===== src/hdl/siren_pkg.sv =====
`default_nettype none
// ----------------------------------------------------------------------------
// siren_pkg
// Shared constants and types of the siren tone period generator: mode codes,
// limit defaults, divider sizing and the controller/datapath interface.
// ----------------------------------------------------------------------------
package siren_pkg;

	// field widths
	localparam int FREQ_W = 13;
	localparam int TOP_W  = 13;
	localparam int ACC_W  = 25;
	localparam int BTN_W  = 4;
	localparam int MODE_W = 2;

	// period divider: 24-bit dividend, divisor and quotient
	localparam int DIV_W  = 24;
	localparam int DEV_W  = FREQ_W + 1;
	localparam int PROD_W = DEV_W + ACC_W;
	localparam int CNT_W  = $clog2(DIV_W);

	// triangle deviation: product over one second as a 10-bit shift, then a
	// multiply by the reciprocal of 15625, exact for dividends below 2^27
	localparam int DEVX_SH  = 10;
	localparam int DEVX_W   = 27;
	localparam int RECIP_W  = 28;
	localparam int RECIP_SH = 41;
	localparam logic [RECIP_W-1:0] DEV_RECIP = RECIP_W'(140737489);

	// iteration count, loaded as count minus one
	localparam logic [CNT_W-1:0] PER_LAST_CNT = CNT_W'(DIV_W - 1);

	// timing constants in 16 MHz clock ticks
	localparam logic [DIV_W-1:0] ONE_SEC_TICKS  = DIV_W'(16000000);
	localparam logic [DIV_W-1:0] HALF_SEC_TICKS = DIV_W'(8000000);

	// limit handling
	localparam logic [FREQ_W-1:0] FREQ_STEP     = FREQ_W'(250);
	localparam logic [FREQ_W-1:0] LIMIT_SWING   = FREQ_W'(500);
	localparam logic [FREQ_W-1:0] UPPER_DEFAULT = FREQ_W'(4900);
	localparam logic [FREQ_W-1:0] LOWER_DEFAULT = FREQ_W'(2600);
	localparam logic [TOP_W-1:0]  TOP_DEFAULT   = TOP_W'(6153);

	// mode codes
	localparam logic [MODE_W-1:0] MODE_SWEEP = 2'd0;
	localparam logic [MODE_W-1:0] MODE_UPPER = 2'd1;
	localparam logic [MODE_W-1:0] MODE_LOWER = 2'd2;

	// item kinds
	localparam logic FUNC_TICK   = 1'b0;
	localparam logic FUNC_BUTTON = 1'b1;

	// button bit positions
	localparam int BTN_MODE    = 0;
	localparam int BTN_UP      = 1;
	localparam int BTN_DOWN    = 2;
	localparam int BTN_RESTORE = 3;

	// controller states
	typedef enum logic [2:0] {
		ST_IDLE,
		ST_DECODE,
		ST_MUL,
		ST_DEV,
		ST_FREQ,
		ST_PER,
		ST_WRITE,
		ST_DONE
	} state_t;

	// controller to datapath commands
	typedef struct packed {
		logic capture;
		logic decode;
		logic mul;
		logic scale;
		logic step;
		logic freq;
		logic write;
		logic publish;
	} cmd_t;

	// datapath to controller status
	typedef struct packed {
		logic sweep;
		logic need_div;
		logic div_last;
		logic out_free;
	} sts_t;

endpackage
`default_nettype wire


===== src/hdl/siren_ctrl.sv =====
`default_nettype none
// ----------------------------------------------------------------------------
// siren_ctrl
// Sequencer of the tone generator: walks each item through decode, the
// sweep multiply and scaling, the period divider pass and the result transfer.
// ----------------------------------------------------------------------------
module siren_ctrl (
	input  wire                 clk,
	input  wire                 arst_n,
	input  wire                 in_valid,
	output logic                in_ready,
	input  wire siren_pkg::sts_t sts,
	output siren_pkg::cmd_t     cmd
);

	siren_pkg::state_t state_q;
	siren_pkg::state_t state_nx;

	// state register
	always_ff @(posedge clk or negedge arst_n) begin
		if (!arst_n) begin
			state_q <= siren_pkg::ST_IDLE;
		end else begin
			state_q <= state_nx;
		end
	end

	// next state and commands
	always_comb begin
		state_nx = state_q;
		cmd      = '0;
		in_ready = 1'b0;
		case (state_q)
			siren_pkg::ST_IDLE: begin
				in_ready = 1'b1;
				if (in_valid) begin
					cmd.capture = 1'b1;
					state_nx    = siren_pkg::ST_DECODE;
				end
			end
			siren_pkg::ST_DECODE: begin
				cmd.decode = 1'b1;
				if (sts.sweep) begin
					state_nx = siren_pkg::ST_MUL;
				end else if (sts.need_div) begin
					state_nx = siren_pkg::ST_PER;
				end else begin
					state_nx = siren_pkg::ST_DONE;
				end
			end
			siren_pkg::ST_MUL: begin
				cmd.mul  = 1'b1;
				state_nx = siren_pkg::ST_DEV;
			end
			siren_pkg::ST_DEV: begin
				cmd.scale = 1'b1;
				state_nx  = siren_pkg::ST_FREQ;
			end
			siren_pkg::ST_FREQ: begin
				cmd.freq = 1'b1;
				state_nx = siren_pkg::ST_PER;
			end
			siren_pkg::ST_PER: begin
				cmd.step = 1'b1;
				if (sts.div_last) begin
					state_nx = siren_pkg::ST_WRITE;
				end
			end
			siren_pkg::ST_WRITE: begin
				cmd.write = 1'b1;
				state_nx  = siren_pkg::ST_DONE;
			end
			siren_pkg::ST_DONE: begin
				if (sts.out_free) begin
					cmd.publish = 1'b1;
					state_nx    = siren_pkg::ST_IDLE;
				end
			end
			default: begin
				state_nx = siren_pkg::ST_IDLE;
			end
		endcase
	end

endmodule
`default_nettype wire


===== src/hdl/siren_dp.sv =====
`default_nettype none
// ----------------------------------------------------------------------------
// siren_dp
// Datapath of the tone generator: tone state, button decode, sweep
// accumulator, deviation multiplier and reciprocal scaling, restoring
// period divider and the output register.
// ----------------------------------------------------------------------------
module siren_dp (
	input  wire                  clk,
	input  wire                  arst_n,
	input  wire siren_pkg::cmd_t cmd,
	output siren_pkg::sts_t      sts,
	input  wire                  func,
	input  wire [3:0]            buttons_pressed,
	input  wire                  out_ready,
	output logic                 out_valid,
	output logic [12:0]          period_top,
	output logic [11:0]          duty_compare,
	output logic [12:0]          tone_freq,
	output logic [1:0]           mode
);

	localparam int FW = siren_pkg::FREQ_W;
	localparam int DW = siren_pkg::DIV_W;
	localparam int SW = siren_pkg::DEVX_W + siren_pkg::RECIP_W;

	// captured item
	logic                         func_q;
	logic [siren_pkg::BTN_W-1:0]  btn_q;

	// tone state
	logic [siren_pkg::MODE_W-1:0] mode_q;
	logic [FW-1:0]                upper_q;
	logic [FW-1:0]                lower_q;
	logic [siren_pkg::ACC_W-1:0]  accum_q;
	logic [siren_pkg::TOP_W-1:0]  pending_q;
	logic [FW-1:0]                freq_q;
	logic [siren_pkg::TOP_W-1:0]  applied_q;
	logic [FW-1:0]                span_q;
	logic                         load_app_q;

	// triangle deviation
	logic [siren_pkg::DEVX_W-1:0] devx_q;
	logic [siren_pkg::DEV_W-1:0]  dev_q;

	// divider
	logic [DW-1:0]                rem_q;
	logic [DW-1:0]                dq_q;
	logic [DW-1:0]                quo_q;
	logic [DW-1:0]                den_q;
	logic [siren_pkg::CNT_W-1:0]  cnt_q;

	// output register
	logic                         out_valid_q;
	logic [12:0]                  period_top_q;
	logic [11:0]                  duty_compare_q;
	logic [12:0]                  tone_freq_q;
	logic [1:0]                   mode_out_q;

	// limit step for one button event
	function automatic logic [FW-1:0] step_limit(
		input logic [FW-1:0] v,
		input logic [FW-1:0] def,
		input logic [siren_pkg::BTN_W-1:0] btn
	);
		logic [FW-1:0] r;
		r = v;
		if (btn[siren_pkg::BTN_UP] && (r < def + siren_pkg::LIMIT_SWING)) begin
			r = r + siren_pkg::FREQ_STEP;
		end
		if (btn[siren_pkg::BTN_DOWN] && (r > def - siren_pkg::LIMIT_SWING)) begin
			r = r - siren_pkg::FREQ_STEP;
		end
		return r;
	endfunction

	// tick classification
	logic fixed_mode;
	assign fixed_mode = (mode_q == siren_pkg::MODE_UPPER) || (mode_q == siren_pkg::MODE_LOWER);

	// sweep accumulator update, wraps to zero past one second
	logic [siren_pkg::ACC_W:0]   acc_sum;
	logic [siren_pkg::ACC_W-1:0] acc_nx;
	logic [FW-1:0]               span_nx;
	always_comb begin
		acc_sum = {1'b0, accum_q} + (siren_pkg::ACC_W+1)'(pending_q);
		if (acc_sum[siren_pkg::ACC_W-1:0] > siren_pkg::ACC_W'(siren_pkg::ONE_SEC_TICKS)) begin
			acc_nx = '0;
		end else begin
			acc_nx = acc_sum[siren_pkg::ACC_W-1:0];
		end
		span_nx = (upper_q >= lower_q) ? (upper_q - lower_q) : '0;
	end

	// button decode: restore, mode cycle, limit steps, fixed reload
	logic [siren_pkg::MODE_W-1:0] m0, m1;
	logic [FW-1:0]                up0, lo0, up1, lo1;
	logic                         btn_load;
	logic [FW-1:0]                btn_freq;
	always_comb begin
		m0  = btn_q[siren_pkg::BTN_RESTORE] ? siren_pkg::MODE_SWEEP : mode_q;
		up0 = btn_q[siren_pkg::BTN_RESTORE] ? siren_pkg::UPPER_DEFAULT : upper_q;
		lo0 = btn_q[siren_pkg::BTN_RESTORE] ? siren_pkg::LOWER_DEFAULT : lower_q;
		m1  = m0;
		up1 = up0;
		lo1 = lo0;
		case (m0)
			siren_pkg::MODE_UPPER: begin
				if (btn_q[siren_pkg::BTN_MODE]) begin
					m1 = siren_pkg::MODE_LOWER;
				end
				up1 = step_limit(up0, siren_pkg::UPPER_DEFAULT, btn_q);
			end
			siren_pkg::MODE_LOWER: begin
				if (btn_q[siren_pkg::BTN_MODE]) begin
					m1 = siren_pkg::MODE_SWEEP;
				end
				lo1 = step_limit(lo0, siren_pkg::LOWER_DEFAULT, btn_q);
			end
			default: begin
				m1 = btn_q[siren_pkg::BTN_MODE] ? siren_pkg::MODE_UPPER : siren_pkg::MODE_SWEEP;
			end
		endcase
		// leaving fixed-low keeps the reload taken at the start of the event
		btn_load = 1'b1;
		if (m1 == siren_pkg::MODE_UPPER) begin
			btn_freq = up1;
		end else if (m1 == siren_pkg::MODE_LOWER) begin
			btn_freq = lo1;
		end else if (m0 == siren_pkg::MODE_LOWER) begin
			btn_freq = lo0;
		end else begin
			btn_load = 1'b0;
			btn_freq = freq_q;
		end
	end

	logic [FW-1:0] load_freq;
	assign load_freq = (func_q == siren_pkg::FUNC_BUTTON) ? btn_freq :
		((mode_q == siren_pkg::MODE_UPPER) ? upper_q : lower_q);

	// sweep frequency from the registered deviation
	logic [siren_pkg::DEV_W-1:0] dev;
	logic [siren_pkg::DEV_W-1:0] dev_over;
	logic [FW-1:0]               freq_calc;
	always_comb begin
		dev      = dev_q;
		dev_over = '0;
		if (accum_q > siren_pkg::ACC_W'(siren_pkg::HALF_SEC_TICKS)) begin
			if (dev >= {1'b0, span_q}) begin
				dev_over = dev - {1'b0, span_q};
			end
			if ({1'b0, upper_q} >= dev_over) begin
				freq_calc = FW'({1'b0, upper_q} - dev_over);
			end else begin
				freq_calc = '0;
			end
		end else begin
			freq_calc = FW'({1'b0, lower_q} + dev);
		end
	end

	// deviation product, 2 * span * accumulator
	logic [siren_pkg::PROD_W-1:0] prod;
	assign prod = siren_pkg::PROD_W'({span_q, 1'b0}) * siren_pkg::PROD_W'(accum_q);

	// product over one second: shifted product times the reciprocal of 15625
	logic [SW-1:0] scaled;
	assign scaled = SW'(devx_q) * SW'(siren_pkg::DEV_RECIP);

	// one restoring divider step
	logic [DW:0]   trial;
	logic [DW+1:0] diff;
	logic          fits;
	always_comb begin
		trial = {rem_q, dq_q[DW-1]};
		diff  = {1'b0, trial} - {2'b00, den_q};
		fits  = !diff[DW+1];
	end

	// period result, zero for a zero divisor
	logic [siren_pkg::TOP_W-1:0] per_result;
	assign per_result = (den_q == '0) ? '0 : quo_q[siren_pkg::TOP_W-1:0];

	// item capture
	always_ff @(posedge clk) begin
		if (cmd.capture) begin
			func_q <= func;
			btn_q  <= buttons_pressed;
		end
	end

	// tone state
	always_ff @(posedge clk or negedge arst_n) begin
		if (!arst_n) begin
			mode_q     <= siren_pkg::MODE_SWEEP;
			upper_q    <= siren_pkg::UPPER_DEFAULT;
			lower_q    <= siren_pkg::LOWER_DEFAULT;
			accum_q    <= '0;
			pending_q  <= siren_pkg::TOP_DEFAULT;
			freq_q     <= siren_pkg::LOWER_DEFAULT;
			applied_q  <= siren_pkg::TOP_DEFAULT;
			load_app_q <= 1'b0;
		end else begin
			if (cmd.decode) begin
				if (func_q == siren_pkg::FUNC_BUTTON) begin
					mode_q  <= m1;
					upper_q <= up1;
					lower_q <= lo1;
				end
				if (sts.sweep) begin
					applied_q <= pending_q;
					accum_q   <= acc_nx;
				end else if (sts.need_div) begin
					freq_q <= load_freq;
				end
				load_app_q <= !sts.sweep;
			end
			if (cmd.freq) begin
				freq_q <= freq_calc;
			end
			if (cmd.write) begin
				pending_q <= per_result;
				if (load_app_q) begin
					applied_q <= per_result;
				end
			end
		end
	end

	// sweep span, deviation and divider registers
	always_ff @(posedge clk) begin
		if (cmd.decode && sts.sweep) begin
			span_q <= span_nx;
		end
		if (cmd.mul) begin
			devx_q <= prod[siren_pkg::DEVX_SH+siren_pkg::DEVX_W-1:siren_pkg::DEVX_SH];
		end
		if (cmd.scale) begin
			dev_q <= scaled[siren_pkg::RECIP_SH+siren_pkg::DEV_W-1:siren_pkg::RECIP_SH];
		end
		if ((cmd.decode && sts.need_div) || cmd.freq) begin
			rem_q <= '0;
			dq_q  <= siren_pkg::ONE_SEC_TICKS;
			quo_q <= '0;
			den_q <= DW'(cmd.freq ? freq_calc : load_freq);
		end else if (cmd.step) begin
			rem_q <= fits ? diff[DW-1:0] : trial[DW-1:0];
			dq_q  <= {dq_q[DW-2:0], 1'b0};
			quo_q <= {quo_q[DW-2:0], fits};
		end
	end

	// iteration counter
	always_ff @(posedge clk or negedge arst_n) begin
		if (!arst_n) begin
			cnt_q <= '0;
		end else if ((cmd.decode && sts.need_div) || cmd.freq) begin
			cnt_q <= siren_pkg::PER_LAST_CNT;
		end else if (cmd.step && (cnt_q != '0)) begin
			cnt_q <= cnt_q - 1'b1;
		end
	end

	// output register and its valid flag
	always_ff @(posedge clk or negedge arst_n) begin
		if (!arst_n) begin
			out_valid_q <= 1'b0;
		end else if (cmd.publish) begin
			out_valid_q <= 1'b1;
		end else if (out_ready) begin
			out_valid_q <= 1'b0;
		end
	end

	always_ff @(posedge clk) begin
		if (cmd.publish) begin
			period_top_q   <= applied_q;
			duty_compare_q <= applied_q[12:1];
			tone_freq_q    <= freq_q;
			mode_out_q     <= mode_q;
		end
	end

	// status to the controller
	always_comb begin
		sts.sweep    = (func_q == siren_pkg::FUNC_TICK) && !fixed_mode;
		sts.need_div = (func_q == siren_pkg::FUNC_TICK) ? fixed_mode : btn_load;
		sts.div_last = (cnt_q == '0);
		sts.out_free = !out_valid_q || out_ready;
	end

	assign out_valid    = out_valid_q;
	assign period_top   = period_top_q;
	assign duty_compare = duty_compare_q;
	assign tone_freq    = tone_freq_q;
	assign mode         = mode_out_q;

`ifndef ASSERT_OFF
	a_mode_code: assert property (@(posedge clk) disable iff (!arst_n)
		mode_q <= siren_pkg::MODE_LOWER)
		else $error("mode register holds an unused code");

	a_limits: assert property (@(posedge clk) disable iff (!arst_n)
		(upper_q >= siren_pkg::UPPER_DEFAULT - siren_pkg::LIMIT_SWING)
		&& (upper_q <= siren_pkg::UPPER_DEFAULT + siren_pkg::LIMIT_SWING)
		&& (lower_q >= siren_pkg::LOWER_DEFAULT - siren_pkg::LIMIT_SWING)
		&& (lower_q <= siren_pkg::LOWER_DEFAULT + siren_pkg::LIMIT_SWING))
		else $error("frequency limit left its adjust window");

	a_accum: assert property (@(posedge clk) disable iff (!arst_n)
		accum_q <= siren_pkg::ACC_W'(siren_pkg::ONE_SEC_TICKS))
		else $error("sweep accumulator past one second");

	a_freq: assert property (@(posedge clk) disable iff (!arst_n)
		(freq_q >= lower_q) || (freq_q >= siren_pkg::LOWER_DEFAULT - siren_pkg::LIMIT_SWING))
		else $error("tone frequency below the lower range");

	a_publish_free: assert property (@(posedge clk) disable iff (!arst_n)
		cmd.publish |-> (!out_valid_q || out_ready))
		else $error("result overwritten before its transfer");
`endif

endmodule
`default_nettype wire


===== src/hdl/siren_triangle_sweep_tone.sv =====
`default_nettype none
// ----------------------------------------------------------------------------
// siren_triangle_sweep_tone
// Siren tone period generator: a sequencer and a datapath with one
// bit-serial period divider.
// ----------------------------------------------------------------------------
// Each accepted item gives one result. Items are handled one at a time; a
// new item is taken only after the last one has offered its result. A sweep
// tick passes through decode, one multiply, one reciprocal multiply that
// scales the product to the triangle deviation, the frequency step, 24
// divider steps for the period and the store and offer of the result. A tick
// in a fixed mode, and a button event that reloads a fixed limit, passes
// through decode, one 24-step period division and the store and offer; a
// button event with no reload goes from decode straight to the offer. The
// restoring period divider retires one quotient bit a cycle. A finished
// result waits in the output register; the next item is taken meanwhile and
// holds at its last step only while that register is still full.
// ----------------------------------------------------------------------------
module siren_triangle_sweep_tone (
	input  wire         clk,
	input  wire         arst_n,
	input  wire         in_valid,
	output logic        in_ready,
	input  wire         func,
	input  wire [3:0]   buttons_pressed,
	output logic        out_valid,
	input  wire         out_ready,
	output logic [12:0] period_top,
	output logic [11:0] duty_compare,
	output logic [12:0] tone_freq,
	output logic [1:0]  mode
);

	siren_pkg::cmd_t cmd;
	siren_pkg::sts_t sts;

	// sequencer
	siren_ctrl u_ctrl (
		.clk      (clk),
		.arst_n   (arst_n),
		.in_valid (in_valid),
		.in_ready (in_ready),
		.sts      (sts),
		.cmd      (cmd)
	);

	// datapath
	siren_dp u_dp (
		.clk             (clk),
		.arst_n          (arst_n),
		.cmd             (cmd),
		.sts             (sts),
		.func            (func),
		.buttons_pressed (buttons_pressed),
		.out_ready       (out_ready),
		.out_valid       (out_valid),
		.period_top      (period_top),
		.duty_compare    (duty_compare),
		.tone_freq       (tone_freq),
		.mode            (mode)
	);

endmodule
`default_nettype wire


===== config.mk =====
export PLATFORM = sky130hd
export DESIGN_NAME = siren_triangle_sweep_tone
export DESIGN_NICKNAME = d
export VERILOG_FILES = /design/src/hdl/siren_pkg.sv /design/src/hdl/siren_ctrl.sv /design/src/hdl/siren_dp.sv /design/src/hdl/siren_triangle_sweep_tone.sv
export SDC_FILE = /design/constraint.sdc
export NUM_CORES = 2
export LEC_CHECK = 0
export BUFFER_PORTS_ARGS = -buffer_cell sky130_fd_sc_hd__buf_4
export CELL_PAD_IN_SITES_DETAIL_PLACEMENT = 0
export CELL_PAD_IN_SITES_GLOBAL_PLACEMENT = 1
export CORE_UTILIZATION = 47
export DETAILED_ROUTE_END_ITERATION = 10
export GPL_TIMING_DRIVEN = 0
export PLACE_DENSITY_LB_ADDON = 0.15
export SETUP_SLACK_MARGIN = 0.2
export SLEW_MARGIN = 20
export SYNTH_ARGS = -nofsm -noshare
export SYNTH_HDL_FRONTEND = slang
export SYNTH_SLANG_ARGS = --single-unit
export TNS_END_PERCENT = 10

===== constraint.sdc =====
create_clock -name clk -period 7 [get_ports clk]
set_input_delay 1.4 -clock clk [delete_from_list [all_inputs] [get_ports clk]]
set_output_delay 1.4 -clock clk [all_outputs]
set_load 0.02 [all_outputs]

==> run metrics <==
status finished with violations; failing checks setup timing; Buf+Inv Stages, Crit Path 7; WP depth 26; RR Startpoint u_dp.devx_q[7]$_DFFE_PP_; Initial DRT Pass Iterations 5; RSZ-0062 raised after global routing true; Chip Width 281 um; GRT Overall Usage 27.5%; hpwl dp around 87 mm; count leader, synth inv_1; CP most frequent cell fa_1; CTS sink cnt between 200 and 300; kind of end point of the critical path flip-flop; Req. time, crit path around 7.3 ns; Synth Net Count 4940; CTS tree built; Distinct cells, synth 90; CP max FO 4; share of the synthesized area in the top cell type ~28%; layout filler cell count ~7200; Synth Warn # 0; ANT nets after route 0; Tmin final a little over 7 ns; IO Count 51; # H-tree levels 1; register cell area after layout between 0.006 and 0.007 mm^2; max_slew headroom 24.8%; hold_buf cts 0; Post-synth EDFFs 100; PortBufs 50; routability cong. around 0.94; Post-synth top cells inv_1, fa_1, nand2_1; DIE AREA slightly below 0.08 mm^2; CP delay by family, top adder cells; clk slew on worst S/H paths roughly 0.06 ns; post-synth top area cell fa_1; Core Box Area 0.0765 mm^2; CTS root buf clkbuf_16; Main synth FF type edfxtp_1; DR WL/cell ~20 um; global route total overflow 0; clock skew roughly 0.031 ns; Netlist Area Pre-Place roughly 0.037 mm^2; max_cap viols 0; Multi-input gate area between 0.02 and 0.03 mm^2; share of post-route cells with drive strength above 1 ~9%; CP Capture Point u_dp.dev[11]$_DFFE_PP_; final wirelength between 100 and 150 mm; f_max approximately 140 MHz; Synth async-reset ratio about two fifths; Worst Setup Start Kind flip-flop; FF-to-FF End u_dp.dev[11]$_DFFE_PP_; Yosys reg bits about 250; Final setup viols 3; FF-to-FF setup slack -0.05 ns; die height roughly 280 um; Seq/Total Area, Yosys 18.1%; first-pass GRT wire length around 170 mm; pin count of the biggest net entering global routing slightly below 70; Antenna Cells 0; DR iter-0 viols between 1500 and 2000; insertion delay to the later sink of the worst-skew pair 0.62 ns; initial antenna violation count 0; slowest stage cell, crit path fa_2; Starting Density a little under half; via/cell ratio ~5.4; Core Rows ~100; syn_area_per_cell approximately 9.1 um^2; slowest stage delay, CP 0.62 ns; PnR worst setup slack -0.0544 ns; CP Class reg2reg; CTS Buf Count 31; worst-case clock buffer depth 3; vias ~28000; Tcrit/Tclk final 101%; NumNets Final between 5000 and 6000; Slew Limit Fails 0; vias in the first global route between 20000 and 30000; Data arrival, critical path about 7.4 ns; r2r worst-path depth 26; final hold violations 0; Syn Inst Count ~4000; Critical Path Source u_dp.devx_q[7]$_DFFE_PP_; Min-Delay Path Class reg2reg; Slew @ Worst Pin 1.12 ns; pre-CTS WS -1.64 ns; layout overhead on the synthesized area 10.5%; # DRC 0; Synth area leaders fa_1, ha_1, edfxtp_1, inv_1, dfrtp_1
## sequential cells by signal, indices dropped and copies added, names as in the netlist, 2 cells and up
| name | count |
|---|---|
| u_ctrl.state_q | 3 |
| u_dp.accum_q | 25 |
| u_dp.applied_q | 13 |
| u_dp.btn_q | 4 |
| u_dp.cnt_q | 5 |
| u_dp.den_q | 13 |
| u_dp.dev | 14 |
| u_dp.devx_q | 27 |
| u_dp.dq_q | 14 |
| u_dp.duty_compare | 12 |
| u_dp.freq_q | 13 |
| u_dp.lower_q | 13 |
| u_dp.mode | 2 |
| u_dp.mode_q | 2 |
| u_dp.pending_q | 13 |
| u_dp.quo_q | 13 |
| u_dp.rem_q | 24 |
| u_dp.span_q | 13 |
| u_dp.tone_freq | 13 |
| u_dp.upper_q | 13 |
## logic make-up after synthesis
family,count (synthesis),share of synthesized area (%)
adders and majority gates,920,41.8
buffers and inverters,895,9.33
xor gates and xnor gates,151,3.62
DFF,253,18.1
muxes,42,1.21
and+or+nand+nor,1072,13.8
AOI/OAI and AO/OA,678,12.2
## routing by layer
layer | share of wire, % | track usage (%)
met5 | 0 | 0
met4 | 3.8 | 9.11
met1 | 45 | 37.4
met3 | 4.4 | 2.14
met2 | 47 | 46.4
## worst min path at each step
stage | startpoint | endpoint | slack, ns | cells past startpoint
after floorplan | u_dp.quo_q[12]$_SDFFE_PP0P_ | u_dp.pending_q[12]$_DFFE_PN1P_ | 0.40 | 2
after global placement | u_dp.applied_q[9]$_DFF_PN0_ | u_dp.duty_compare[8]$_DFFE_PP_ | 0.44 | 0
after detailed placement | u_dp.applied_q[7]$_DFF_PN0_ | u_dp.duty_compare[6]$_DFFE_PP_ | 0.43 | 0
after CTS | u_dp.applied_q[7]$_DFF_PN0_ | u_dp.duty_compare[6]$_DFFE_PP_ | 0.45 | 0
after global routing | u_dp.applied_q[7]$_DFF_PN0_ | u_dp.duty_compare[6]$_DFFE_PP_ | 0.46 | 0
final | u_dp.applied_q[7]$_DFF_PN0_ | u_dp.duty_compare[6]$_DFFE_PP_ | 0.45 | 0
## cells in the final DEF, fill, tap and decap left out, types with 53 or more instances in the layout
cell,Yosys,final
fa_1,502,490
nand3_1,64,63
a21oi_1,180,172
buf_4,12,114
o21ai_0,143,140
clkbuf_1,140,113
edfxtp_1,100,100
a21o_1,53,53
nand2_1,470,468
and2_1,102,101
nor3_1,56,56
dfrtp_1,81,81
inv_1,726,715
ha_1,418,406
nor2_1,178,175
xnor2_1,112,111
## per-stage QoR
stage / utilization [%] / cell area, um^2 / setup TNS [ns] / cells / hold WS (ns)
floorplan: - / 36600 / 0 / 4011 / 0.404
detailed placement: 50.2 / 38300 / -25.02 / 5097 / 0.433
global placement: 50.0 / 38200 / -29.32 / 5091 / 0.435
finish: 52.8 / 40400 / -0.0771 / 5213 / 0.446
global route: 52.8 / 40400 / -1.81 / 5213 / 0.457
CTS: 52.6 / 40200 / -0.759 / 5206 / 0.446
## final cells by class
| type | instances | area share (%) |
|---|---|---|
| multi-input cells | 2863 | 66.8 |
| flip-flops and latches | 253 | 16.4 |
| clock buffers | 43 | 2.42 |
| repair buffers | 114 | 2.31 |
| clock inverters | 15 | 0.347 |
| well taps | 1030 | 3.19 |
| inverters | 729 | 6.79 |
| plain buffers | 166 | 1.82 |
## repair_timing
item                       4_1_cts  5_1_grt
pin swaps                       40       29
setup buffers                   51        7
resized for setup               95       31
setup endpoints to repair       53       40
Power is not shown: default switching activity piles up to over one toggle a cycle in this logic, so the estimate is an artifact.
